## src/hw/rtl/far_pkg.sv

```systemverilog
`default_nettype none

package far_pkg;

    // Field width of the numerator and denominator on the ports
    localparam int DATA_W = 32;

    // Default accumulator width
    localparam int WIDTH_DEFAULT = 32;

    // Multiplier bits retired per cycle by the shift-add multipliers
    localparam int MUL_DIGIT = 8;

    // Item kinds
    localparam logic KIND_LOAD = 1'b0;
    localparam logic KIND_ADD  = 1'b1;

    typedef struct packed {
        logic                     kind;
        logic signed [DATA_W-1:0] in_numerator;
        logic signed [DATA_W-1:0] in_denominator;
    } item_t;

    typedef struct packed {
        logic signed [DATA_W-1:0] out_numerator;
        logic signed [DATA_W-1:0] out_denominator;
    } result_t;

    // Controller -> datapath
    typedef struct packed {
        logic capture;     // take the item, seed the multipliers
        logic mul_step;    // retire one multiplier digit
        logic sum_load;    // form new n, d and seed the gcd
        logic gcd_step;    // one binary gcd step
        logic gcd_finish;  // restore common power of two, seed the dividers
        logic div_step;    // one quotient bit
        logic commit;      // update accumulator and result register
    } cmd_t;

    // Datapath -> controller
    typedef struct packed {
        logic both_pos;    // new n and d both strictly positive
        logic gcd_equal;   // gcd operands have met
    } status_t;

endpackage

`default_nettype wire

```

## src/hw/rtl/far_ctrl.sv

```systemverilog
`default_nettype none

module far_ctrl #(
    parameter int WIDTH = far_pkg::WIDTH_DEFAULT
) (
    input  wire logic            clk,
    input  wire logic            rst_n,
    input  wire logic            item_valid,
    input  wire logic            item_kind,
    output logic                 item_stall,
    output logic                 result_valid,
    input  wire logic            result_stall,
    output far_pkg::cmd_t        cmd,
    input  wire far_pkg::status_t status
);

    localparam int MUL_STEPS = (WIDTH + far_pkg::MUL_DIGIT - 1) / far_pkg::MUL_DIGIT;
    localparam int CNT_W     = $clog2(WIDTH);

    typedef enum logic [5:0] {
        S_IDLE = 6'b000001,
        S_MUL  = 6'b000010,
        S_SUM  = 6'b000100,
        S_GCD  = 6'b001000,
        S_DIV  = 6'b010000,
        S_FIN  = 6'b100000
    } state_t;

    state_t           state_reg, state_next;
    logic [CNT_W-1:0] cnt_reg, cnt_next;
    logic             out_valid_reg, out_valid_next;

    always_comb
    begin
        state_next     = state_reg;
        cnt_next       = cnt_reg;
        out_valid_next = out_valid_reg;
        cmd            = '0;

        if (out_valid_reg && !result_stall)
        begin
            out_valid_next = 1'b0;
        end

        unique case (state_reg)
            S_IDLE:
            begin
                if (item_valid)
                begin
                    cmd.capture = 1'b1;
                    cnt_next    = '0;
                    state_next  = (item_kind == far_pkg::KIND_ADD) ? S_MUL : S_FIN;
                end
            end
            S_MUL:
            begin
                cmd.mul_step = 1'b1;
                if (cnt_reg == CNT_W'(MUL_STEPS - 1))
                begin
                    state_next = S_SUM;
                end
                else
                begin
                    cnt_next = cnt_reg + 1'b1;
                end
            end
            S_SUM:
            begin
                cmd.sum_load = 1'b1;
                state_next   = S_GCD;
            end
            S_GCD:
            begin
                if (!status.both_pos)
                begin
                    state_next = S_FIN;   // zero or negative part: stored as is
                end
                else if (status.gcd_equal)
                begin
                    cmd.gcd_finish = 1'b1;
                    cnt_next       = '0;
                    state_next     = S_DIV;
                end
                else
                begin
                    cmd.gcd_step = 1'b1;
                end
            end
            S_DIV:
            begin
                cmd.div_step = 1'b1;
                if (cnt_reg == CNT_W'(WIDTH - 1))
                begin
                    state_next = S_FIN;
                end
                else
                begin
                    cnt_next = cnt_reg + 1'b1;
                end
            end
            S_FIN:
            begin
                if (!out_valid_reg || !result_stall)
                begin
                    cmd.commit     = 1'b1;
                    out_valid_next = 1'b1;
                    state_next     = S_IDLE;
                end
            end
            default:
            begin
                state_next = S_IDLE;
            end
        endcase
    end

    always_ff @(posedge clk or negedge rst_n)
    begin
        if (!rst_n)
        begin
            state_reg     <= S_IDLE;
            cnt_reg       <= '0;
            out_valid_reg <= 1'b0;
        end
        else
        begin
            state_reg     <= state_next;
            cnt_reg       <= cnt_next;
            out_valid_reg <= out_valid_next;
        end
    end

    assign item_stall   = (state_reg != S_IDLE);
    assign result_valid = out_valid_reg;

    // one word in flight: after an accept the input stays closed
    a_single_word: assert property (@(posedge clk) disable iff (!rst_n)
        (item_valid && !item_stall) |=> item_stall)
        else $error("item accepted while another word is in flight");

    // result only appears from a commit
    a_valid_from_commit: assert property (@(posedge clk) disable iff (!rst_n)
        $rose(result_valid) |-> $past(cmd.commit))
        else $error("result valid without commit");

    // gcd only runs on positive operands
    a_gcd_positive: assert property (@(posedge clk) disable iff (!rst_n)
        (cmd.gcd_step || cmd.gcd_finish) |-> status.both_pos)
        else $error("gcd run on non-positive fraction");

    // a commit never overwrites an untaken result
    a_no_overwrite: assert property (@(posedge clk) disable iff (!rst_n)
        cmd.commit |-> (!result_valid || !result_stall))
        else $error("result overwritten");

endmodule

`default_nettype wire

```

## src/hw/rtl/far_datapath.sv

```systemverilog
`default_nettype none

module far_datapath #(
    parameter int WIDTH = far_pkg::WIDTH_DEFAULT
) (
    input  wire logic            clk,
    input  wire logic            rst_n,
    input  wire far_pkg::item_t  item,
    input  wire far_pkg::cmd_t   cmd,
    output far_pkg::status_t     status,
    output far_pkg::result_t     result
);

    localparam int K_W = $clog2(WIDTH);

    // accumulator
    logic [WIDTH-1:0] acc_n_reg, acc_d_reg;

    // working fraction; doubles as the dividend / quotient shift registers
    logic [WIDTH-1:0] n_reg, d_reg;

    // three shift-add multiplier lanes: acc_n*xd, xn*acc_d, acc_d*xd
    logic [WIDTH-1:0] mcand_reg  [3];
    logic [WIDTH-1:0] mplier_reg [3];
    logic [WIDTH-1:0] prod_reg   [3];

    // binary gcd
    logic [WIDTH-1:0] ga_reg, gb_reg, ga_next, gb_next;
    logic [K_W-1:0]   gk_reg, gk_next;
    logic [WIDTH-1:0] g_reg;

    // divider remainders
    logic [WIDTH-1:0] rem_n_reg, rem_d_reg;

    far_pkg::result_t out_reg;

    logic [WIDTH-1:0] xn, xd, sum;
    logic [2*WIDTH-1:0] div_n, div_d;

    // one restoring-division step: returns {remainder, quotient}
    function automatic logic [2*WIDTH-1:0] div_step_f(
        input logic [WIDTH-1:0] rem,
        input logic [WIDTH-1:0] quo,
        input logic [WIDTH-1:0] dvs
    );
        logic [WIDTH-1:0] shifted;
        logic [WIDTH:0]   trial;
        // rem < dvs < 2^(WIDTH-1), so its top bit is always clear
        shifted = {rem[WIDTH-2:0], quo[WIDTH-1]};
        trial   = {1'b0, shifted} - {1'b0, dvs};
        if (!trial[WIDTH])
        begin
            return {trial[WIDTH-1:0], quo[WIDTH-2:0], 1'b1};
        end
        return {shifted, quo[WIDTH-2:0], 1'b0};
    endfunction

    assign xn    = WIDTH'($unsigned(item.in_numerator));
    assign xd    = WIDTH'($unsigned(item.in_denominator));
    assign sum   = prod_reg[0] + prod_reg[1];
    assign div_n = div_step_f(rem_n_reg, n_reg, g_reg);
    assign div_d = div_step_f(rem_d_reg, d_reg, g_reg);

    always_comb
    begin
        ga_next = ga_reg;
        gb_next = gb_reg;
        gk_next = gk_reg;
        if (!ga_reg[0] && !gb_reg[0])
        begin
            ga_next = ga_reg >> 1;
            gb_next = gb_reg >> 1;
            gk_next = gk_reg + 1'b1;
        end
        else if (!ga_reg[0])
        begin
            ga_next = ga_reg >> 1;
        end
        else if (!gb_reg[0])
        begin
            gb_next = gb_reg >> 1;
        end
        else if (ga_reg > gb_reg)
        begin
            ga_next = (ga_reg - gb_reg) >> 1;
        end
        else
        begin
            gb_next = (gb_reg - ga_reg) >> 1;
        end
    end

    assign status.both_pos  = (n_reg != '0) && !n_reg[WIDTH-1]
                           && (d_reg != '0) && !d_reg[WIDTH-1];
    assign status.gcd_equal = (ga_reg == gb_reg);

    always_ff @(posedge clk)
    begin
        if (cmd.capture)
        begin
            n_reg         <= xn;
            d_reg         <= xd;
            mcand_reg[0]  <= acc_n_reg;
            mplier_reg[0] <= xd;
            mcand_reg[1]  <= xn;
            mplier_reg[1] <= acc_d_reg;
            mcand_reg[2]  <= acc_d_reg;
            mplier_reg[2] <= xd;
            for (int i = 0; i < 3; i++)
            begin
                prod_reg[i] <= '0;
            end
        end

        if (cmd.mul_step)
        begin
            for (int i = 0; i < 3; i++)
            begin
                prod_reg[i]   <= prod_reg[i]
                               + WIDTH'(mcand_reg[i] * mplier_reg[i][far_pkg::MUL_DIGIT-1:0]);
                mcand_reg[i]  <= mcand_reg[i] << far_pkg::MUL_DIGIT;
                mplier_reg[i] <= mplier_reg[i] >> far_pkg::MUL_DIGIT;
            end
        end

        if (cmd.sum_load)
        begin
            n_reg  <= sum;
            d_reg  <= prod_reg[2];
            ga_reg <= sum;
            gb_reg <= prod_reg[2];
            gk_reg <= '0;
        end

        if (cmd.gcd_step)
        begin
            ga_reg <= ga_next;
            gb_reg <= gb_next;
            gk_reg <= gk_next;
        end

        if (cmd.gcd_finish)
        begin
            g_reg     <= ga_reg << gk_reg;
            rem_n_reg <= '0;
            rem_d_reg <= '0;
        end

        if (cmd.div_step)
        begin
            rem_n_reg <= div_n[2*WIDTH-1:WIDTH];
            n_reg     <= div_n[WIDTH-1:0];
            rem_d_reg <= div_d[2*WIDTH-1:WIDTH];
            d_reg     <= div_d[WIDTH-1:0];
        end

        if (cmd.commit)
        begin
            out_reg.out_numerator   <= far_pkg::DATA_W'(n_reg);
            out_reg.out_denominator <= far_pkg::DATA_W'(d_reg);
        end
    end

    always_ff @(posedge clk or negedge rst_n)
    begin
        if (!rst_n)
        begin
            acc_n_reg <= '0;
            acc_d_reg <= WIDTH'(1);
        end
        else if (cmd.commit)
        begin
            acc_n_reg <= n_reg;
            acc_d_reg <= d_reg;
        end
    end

    assign result = out_reg;

    // binary gcd keeps both operands nonzero
    a_gcd_nonzero: assert property (@(posedge clk) disable iff (!rst_n)
        cmd.gcd_step |=> (ga_reg != '0) && (gb_reg != '0))
        else $error("gcd operand reached zero");

    // divisor is never zero while dividing
    a_div_nonzero: assert property (@(posedge clk) disable iff (!rst_n)
        cmd.div_step |-> (g_reg != '0))
        else $error("division by zero gcd");

    // partial remainders stay below the divisor
    a_rem_bound: assert property (@(posedge clk) disable iff (!rst_n)
        cmd.div_step |-> (rem_n_reg < g_reg) && (rem_d_reg < g_reg))
        else $error("divider remainder out of range");

endmodule

`default_nettype wire

```

## src/hw/rtl/fraction_add_reduce_unit.sv

```systemverilog
`default_nettype none

// Channel   Word type          Handshake                 Direction
// item      far_pkg::item_t    item_valid / item_stall   into the unit
// result    far_pkg::result_t  result_valid / result_stall  out of the unit
//
// One word at a time. A load is captured and then goes straight to the commit. An add
// runs the capture, the shift-add multiply, the sum, the binary gcd loop, the restoring
// divide and the commit, in that order; the gcd loop and the dividers take most of its time.
// An add whose sum has a zero or negative part skips gcd and divide.
// Reset (rst_n low, async) clears the controller and sets the accumulator to 0/1.
// A stalled result holds the next commit, and no new word is accepted until that commit.

module fraction_add_reduce_unit #(
    parameter int WIDTH = far_pkg::WIDTH_DEFAULT
) (
    input  wire logic             clk,
    input  wire logic             rst_n,

    input  wire far_pkg::item_t   item,
    input  wire logic             item_valid,
    output logic                  item_stall,

    output far_pkg::result_t      result,
    output logic                  result_valid,
    input  wire logic             result_stall
);

    // command and status between the sequencer and the arithmetic
    far_pkg::cmd_t    cmd;
    far_pkg::status_t status;

    // sequencer: multiply, sum, gcd, divide, commit
    far_ctrl #(
        .WIDTH (WIDTH)
    ) u_ctrl (
        .clk          (clk),
        .rst_n        (rst_n),
        .item_valid   (item_valid),
        .item_kind    (item.kind),
        .item_stall   (item_stall),
        .result_valid (result_valid),
        .result_stall (result_stall),
        .cmd          (cmd),
        .status       (status)
    );

    // accumulator, shift-add multipliers, binary gcd, restoring dividers,
    // result register
    far_datapath #(
        .WIDTH (WIDTH)
    ) u_datapath (
        .clk    (clk),
        .rst_n  (rst_n),
        .item   (item),
        .cmd    (cmd),
        .status (status),
        .result (result)
    );

endmodule

`default_nettype wire
```

## config.mk

```make
export PLATFORM = sky130hd
export DESIGN_NAME = fraction_add_reduce_unit
export DESIGN_NICKNAME = d
export VERILOG_FILES = /design/src/hw/rtl/far_pkg.sv /design/src/hw/rtl/far_ctrl.sv /design/src/hw/rtl/far_datapath.sv /design/src/hw/rtl/fraction_add_reduce_unit.sv
export SDC_FILE = /design/constraint.sdc
export NUM_CORES = 2
export LEC_CHECK = 0
export BUFFER_PORTS_ARGS = -buffer_cell sky130_fd_sc_hd__buf_4
export CELL_PAD_IN_SITES_DETAIL_PLACEMENT = 2
export CELL_PAD_IN_SITES_GLOBAL_PLACEMENT = 2
export CORE_ASPECT_RATIO = 1.75
export CORE_UTILIZATION = 35
export DETAILED_ROUTE_END_ITERATION = 12
export MAX_ROUTING_LAYER = met4
export PLACE_DENSITY = 0.67
export SLEW_MARGIN = 0
export SYNTH_ARGS = -nofsm -noshare
export SYNTH_HDL_FRONTEND = slang
export SYNTH_SLANG_ARGS = --single-unit
```

## constraint.sdc

```tcl
create_clock -name clk -period 10 [get_ports clk]
set_clock_uncertainty 0.15 [all_clocks]
set_input_delay 0 -clock clk [delete_from_list [all_inputs] [get_ports clk]]
set_output_delay 0 -clock clk [all_outputs]
set_load 0.05 [all_outputs]
```

After elaboration in Yosys (flattened, before gate mapping)

Memory sizes are Yosys's and may differ from the RTL's.
Index checks and enable logic that the tools add are counted.
Widths: inputs -> output; s select.

Bits of input ports: 69
Register bits: 367
Output and inout port bits: 66
Memories kept: 3
RAM bits: 288

Muxes and demuxes: 67
$add $sub $neg: 10
Multipliers: 3
Shifts and indexed selects: 1
$lt $le $gt $ge: 1
Reductions and logical operators: 24
Eq/ne operators: 24
Bitwise gates (word level): 9

Memory list:

| memory                | words | bits a word | read ports | clocked after Yosys merged registers in | write ports | RTL line           | source |
|---|---|---|---|---|---|---|---|
| u_datapath.mcand_reg  | 3     | 32          | 3          | 0                                       | 3           | far_datapath.sv:23 | `logic [WIDTH-1:0] mcand_reg [3];` |
| u_datapath.mplier_reg | 3     | 32          | 3          | 0                                       | 3           | far_datapath.sv:24 | `logic [WIDTH-1:0] mplier_reg [3];` |
| u_datapath.prod_reg   | 3     | 32          | 3          | 0                                       | 3           | far_datapath.sv:25 | `logic [WIDTH-1:0] prod_reg [3];` |

Operators with widths:

| cell                | number |
|---|---|
| $mux 32             | 27 |
| $add 32x32->32      | 4 |
| $mux 63             | 2 |
| $mul 32x8->32       | 3 |
| $mux 31             | 3 |
| $sub 32x32->33      | 2 |
| $reduce_bool 32->1  | 2 |
| $sub 32x32->32      | 2 |
| $mux 6              | 7 |
| $mux 5              | 8 |
| $pmux 6 s6          | 1 |
| $eq 32x32->1        | 1 |
| $gt 32x32->1        | 1 |
| $shl 32x5->32       | 1 |
| $pmux 5 s4          | 1 |
| $mux 1              | 16 |
| $ne 4x4->1 const B  | 3 |
| $add 5x1->5 const B | 2 |
| $ne 2x1->1 const B  | 5 |
| $or 1x1->1          | 9 |
| $ne 2x2->1 const B  | 4 |
| $eq 6x1->1 const B  | 1 |
| $eq 6x2->1 const B  | 1 |
| $eq 6x3->1 const B  | 1 |
| 19 further kinds    | 32 |

Longest topological paths before layout

Depth after elaboration: 8
Gate-level depth with buffers: 24
Depth with buffers taken out: 22

Hierarchy

A second synthesis with hierarchy kept.

Cells, all modules: 5883
Area, all modules: 57114.8 µm²

Modules (own cells, without submodules):

| module       | area each (µm²) | cells an instance | seq. area each (µm²) | instances |
|---|---|---|---|---|
| far_datapath | 56297.7         | 5796              | 17628.2              | 1 |
| far_ctrl     | 817.0           | 87                | 301.5                | 1 |

Worst setup path before layout

Ideal clock, no wire load.

Path kind: register to register
Start: reg u_ctrl.state_reg[0]
End: mem u_datapath.mcand_reg[0][0] (netlist bit) (enable)
Stages on the path, launching flop included: 5
Path slack: 2.415 ns
Arrival time: 5.485 ns
Period minus slack after synthesis: 7.585 ns
Data required time: 7.900 ns
Cell sequence: dfstp_2 > nand3b_1 > clkbuf_1 > clkbuf_1 > nand2_1

RTL lines:

| element                | RTL line           | source |
|---|---|---|
| start, declared        | far_ctrl.sv:29     | `state_t state_reg, state_next;` |
| start signal, assigned | far_ctrl.sv:127    | `state_reg <= state_next;` |
| end, declared          | far_datapath.sv:23 |  |

==> out/metrics.cfg <==
[run_status]
status = complete, no violations

[placed_design]
hpwl_mm = 166.1
port_buffers = 134
place_congestion = 0.9032
detailed_place.area_mm2 = 0.05971

[die]
die_h_um = 533.5
initial_core_util_pct = 35.32
io_pins = 135
core_mm2 = 0.1600
die_w_um = 305.7
rows = 194
die-area_mm2 = 0.1631

[global_route]
track_usage_pct = 27.42
grt_pass1_wl_mm = 322.2
antenna_found_initial = 6
grt_pass1_vias = 50640
grt_max_degree = 134
overflow = 0

[cts]
cts_tree = done
clk_path_buf_depth = 3
cts_setup_buffers = 0
clk_latency_ns = 0.73
cts_inserted_buffers = 74
post_cts_resized = 0
cts_root_buf = clkbuf_16
cts.sink_count = 623
path_clk_slew_ns = 0.07
cts_htree_levels = 3

[finish]
fill_cells = 17270
drive_gt1_share_pct = 6.308
fin_area_mm2 = 0.06358
regArea_mm2 = 0.01833
fin_nets = 7055
areaGrowthSynthToFinish_pct = 12.53
multi_input_area_mm2 = 0.03402

[setup_path]
crit_end = u_datapath.prod_reg[0][30]$_SDFFCE_PN0P_
startpoint_type = flop
ff2ff_path_depth = 21
reg2reg_from = u_datapath.mplier_reg[0][65]$_DFFE_PP_
worst-setup-path-type = flop to flop
cp_max_fo = 24
cp.arrival_ns = 7.24
rr_endpoint = u_datapath.prod_reg[0][30]$_SDFFCE_PN0P_
critPathLaunch = u_datapath.mplier_reg[0][65]$_DFFE_PP_
required_ns = 10.25
r2r_slack_ns = 3.01
end_kind = flop

[sta]
worst_slew_pin_slew_ns = 1.244
hold_violations = 0
finalSetupViolations = 0
rsz0062_at_grt = false
post-route-period-util_pct = 69.88
max_freq_mhz = 143.1
layout_min_cycle_time_ns = 6.988
max_slew_margin_pct = 17.08
slew_viol_final = 0
fin_tns_setup_ns = 0
worst_hold_slack_ns = 0.03066

[min_path]
min_path_type = input port to flop

[synth]
ys_types = 87
yosysTopAreaCell = edfxtp_1
synth_area_mm2 = 0.05650
synth_top_area_share_pct = 29.07
synth_fp_nets = 6900
syn_inst = 5983
synth_ff_type = edfxtp_1
synth_seq_cells = 623
yosys_warnings = 0
synth-async-reset-ratio_pct = 12.20
synth-edff-count = 547
synth_seq_area_share_pct = 32.44
syn_avg_cell_area_um2 = 9.443
post-synth-top-count-cell = nand2_1
synth_common_cells = nand2_1 (987), inv_1 (870), fa_1 (563)
synthTopCellsByArea = edfxtp_1 (29%), fa_1 (20%), nand2_1 (6.6%), ha_1 (6.3%), inv_1 (5.8%)

[routing]
ant_nets = 0
wire_per_inst_um = 26.06
drt-initial-drc-count = 1772
drc = 0
first_pass_iters = 4
wirelength_mm = 215.2
via_count = 44060
avgViaCountPerCell = 5.335

[run]
cap_violations = 0

[through the flow]
| step | utilization (%) | instances | worst slack (ns) |
|---|---|---|---|
| after floorplan | - | 5983 | 2.415 |
| final | 39.74 | 8260 | 3.012 |
| after global placement | 37.33 | 7988 | 3.069 |
| after global routing | 39.74 | 8257 | 2.728 |
| after CTS | 39.74 | 8256 | 2.910 |
| after detailed placement | 37.33 | 7988 | 2.958 |
[area by class of cell]
cell class	count	share of cell area (%)
repair buffers	328	4.460
diodes	4	0.01574
clock inverters	43	0.8128
clock buffers	93	3.153
inverters	874	5.168
well taps	2058	4.050
multi-input cells	4237	53.51
flip-flops and latches	623	28.83
[worst min-delay path by stage]
stage              from                                     end  slack, ns  cells after the start
2_1_floorplan     rst_n           u_ctrl.cnt_reg[0]$_DFFE_PN0P_      -0.45                      0
3_3_place_gp      rst_n    u_datapath.acc_d_reg[25]$_DFFE_PN0P_      -0.07                      1
3_5_place_dp      rst_n    u_datapath.acc_d_reg[25]$_DFFE_PN0P_      -0.08                      1
4_1_cts        item[46]          u_datapath.n_reg[14]$_DFFE_PP_     0.0004                      4
5_1_grt        item[17]  u_datapath.mplier_reg[0][81]$_DFFE_PP_       0.06                      4
6_report       item[17]  u_datapath.mplier_reg[0][81]$_DFFE_PP_       0.03                      4
[logic make-up (layout without fill, tap and decap cells)]
kind of cell,count (synthesis),in the layout,share of synthesized area [%]
xor gates and xnor gates,241,241,3.736
and+or+nand+nor,2128,2128,17.61
adders and majority gates,848,848,26.26
muxes,90,90,1.874
other,0,4,0
buffers and inverters,1123,1338,7.565
DFF,623,623,32.44
AOI/OAI and AO/OA,930,930,10.51
[worst max-delay path, cell delays in order (launching register included)]
cell and delay, ns:
edfxtp_1 0.84, buf_4 0.48, nand2_1 0.12, fa_1 0.52, inv_1 0.06, fa_1 0.49, fa_1 0.55, inv_1 0.05
fa_1 0.47, inv_1 0.04, ha_1 0.33, a211oi_1 0.27, o211ai_1 0.22, a41o_1 0.36, a32o_1 0.29, o41a_1 0.36
o21ai_1 0.17, a21boi_0 0.14, o21ai_0 0.31, a21boi_0 0.18, xnor2_1 0.18, nor2_1 0.05
[layout by cell type (no fill, tap or decap), types with 12 or more instances in the layout]
| master | n |
|---|---|
| a211oi_1 | 24 |
| a21o_1 | 116 |
| a21oi_1 | 287 |
| a221oi_1 | 23 |
| a22oi_1 | 71 |
| a31oi_1 | 16 |
| and2_1 | 501 |
| and3_1 | 16 |
| buf_4 | 194 |
| clkbuf_1 | 12 |
| clkbuf_16 | 75 |
| clkinv_2 | 12 |
| dfrtp_1 | 74 |
| dlygate4sd3_1 | 131 |
| edfxtp_1 | 547 |
| fa_1 | 563 |
| ha_1 | 285 |
| inv_1 | 870 |
| mux2i_1 | 72 |
| mux4_2 | 12 |
| nand2_1 | 984 |
| nand2b_1 | 46 |
| nand3_1 | 39 |
| nand4_1 | 33 |
| nor2_1 | 322 |
| nor2b_1 | 44 |
| nor3_1 | 61 |
| nor4_1 | 24 |
| o21a_1 | 25 |
| o21ai_0 | 192 |
| o21bai_1 | 32 |
| o22ai_1 | 22 |
| or2_2 | 14 |
| xnor2_1 | 148 |
| xor2_1 | 87 |
[metal layers]
metal	track usage, %	vias to the layer above	routed length [µm]
met5	-	-	0
met4	14.31	0	12230
met3	1.902	350	4954
met2	50.86	719	116700
met1	28.89	23240	81320
li1	-	19760	-
[repair_timing]
item,4_1_cts,5_1_grt
hold endpoints to repair,243,0
endpoints found under the setup margin,0,0
hold buffers,132,0
Power is left out: the tool's default activity adds up to more than one toggle a clock period on the data nets, which glitch-free logic cannot reach.
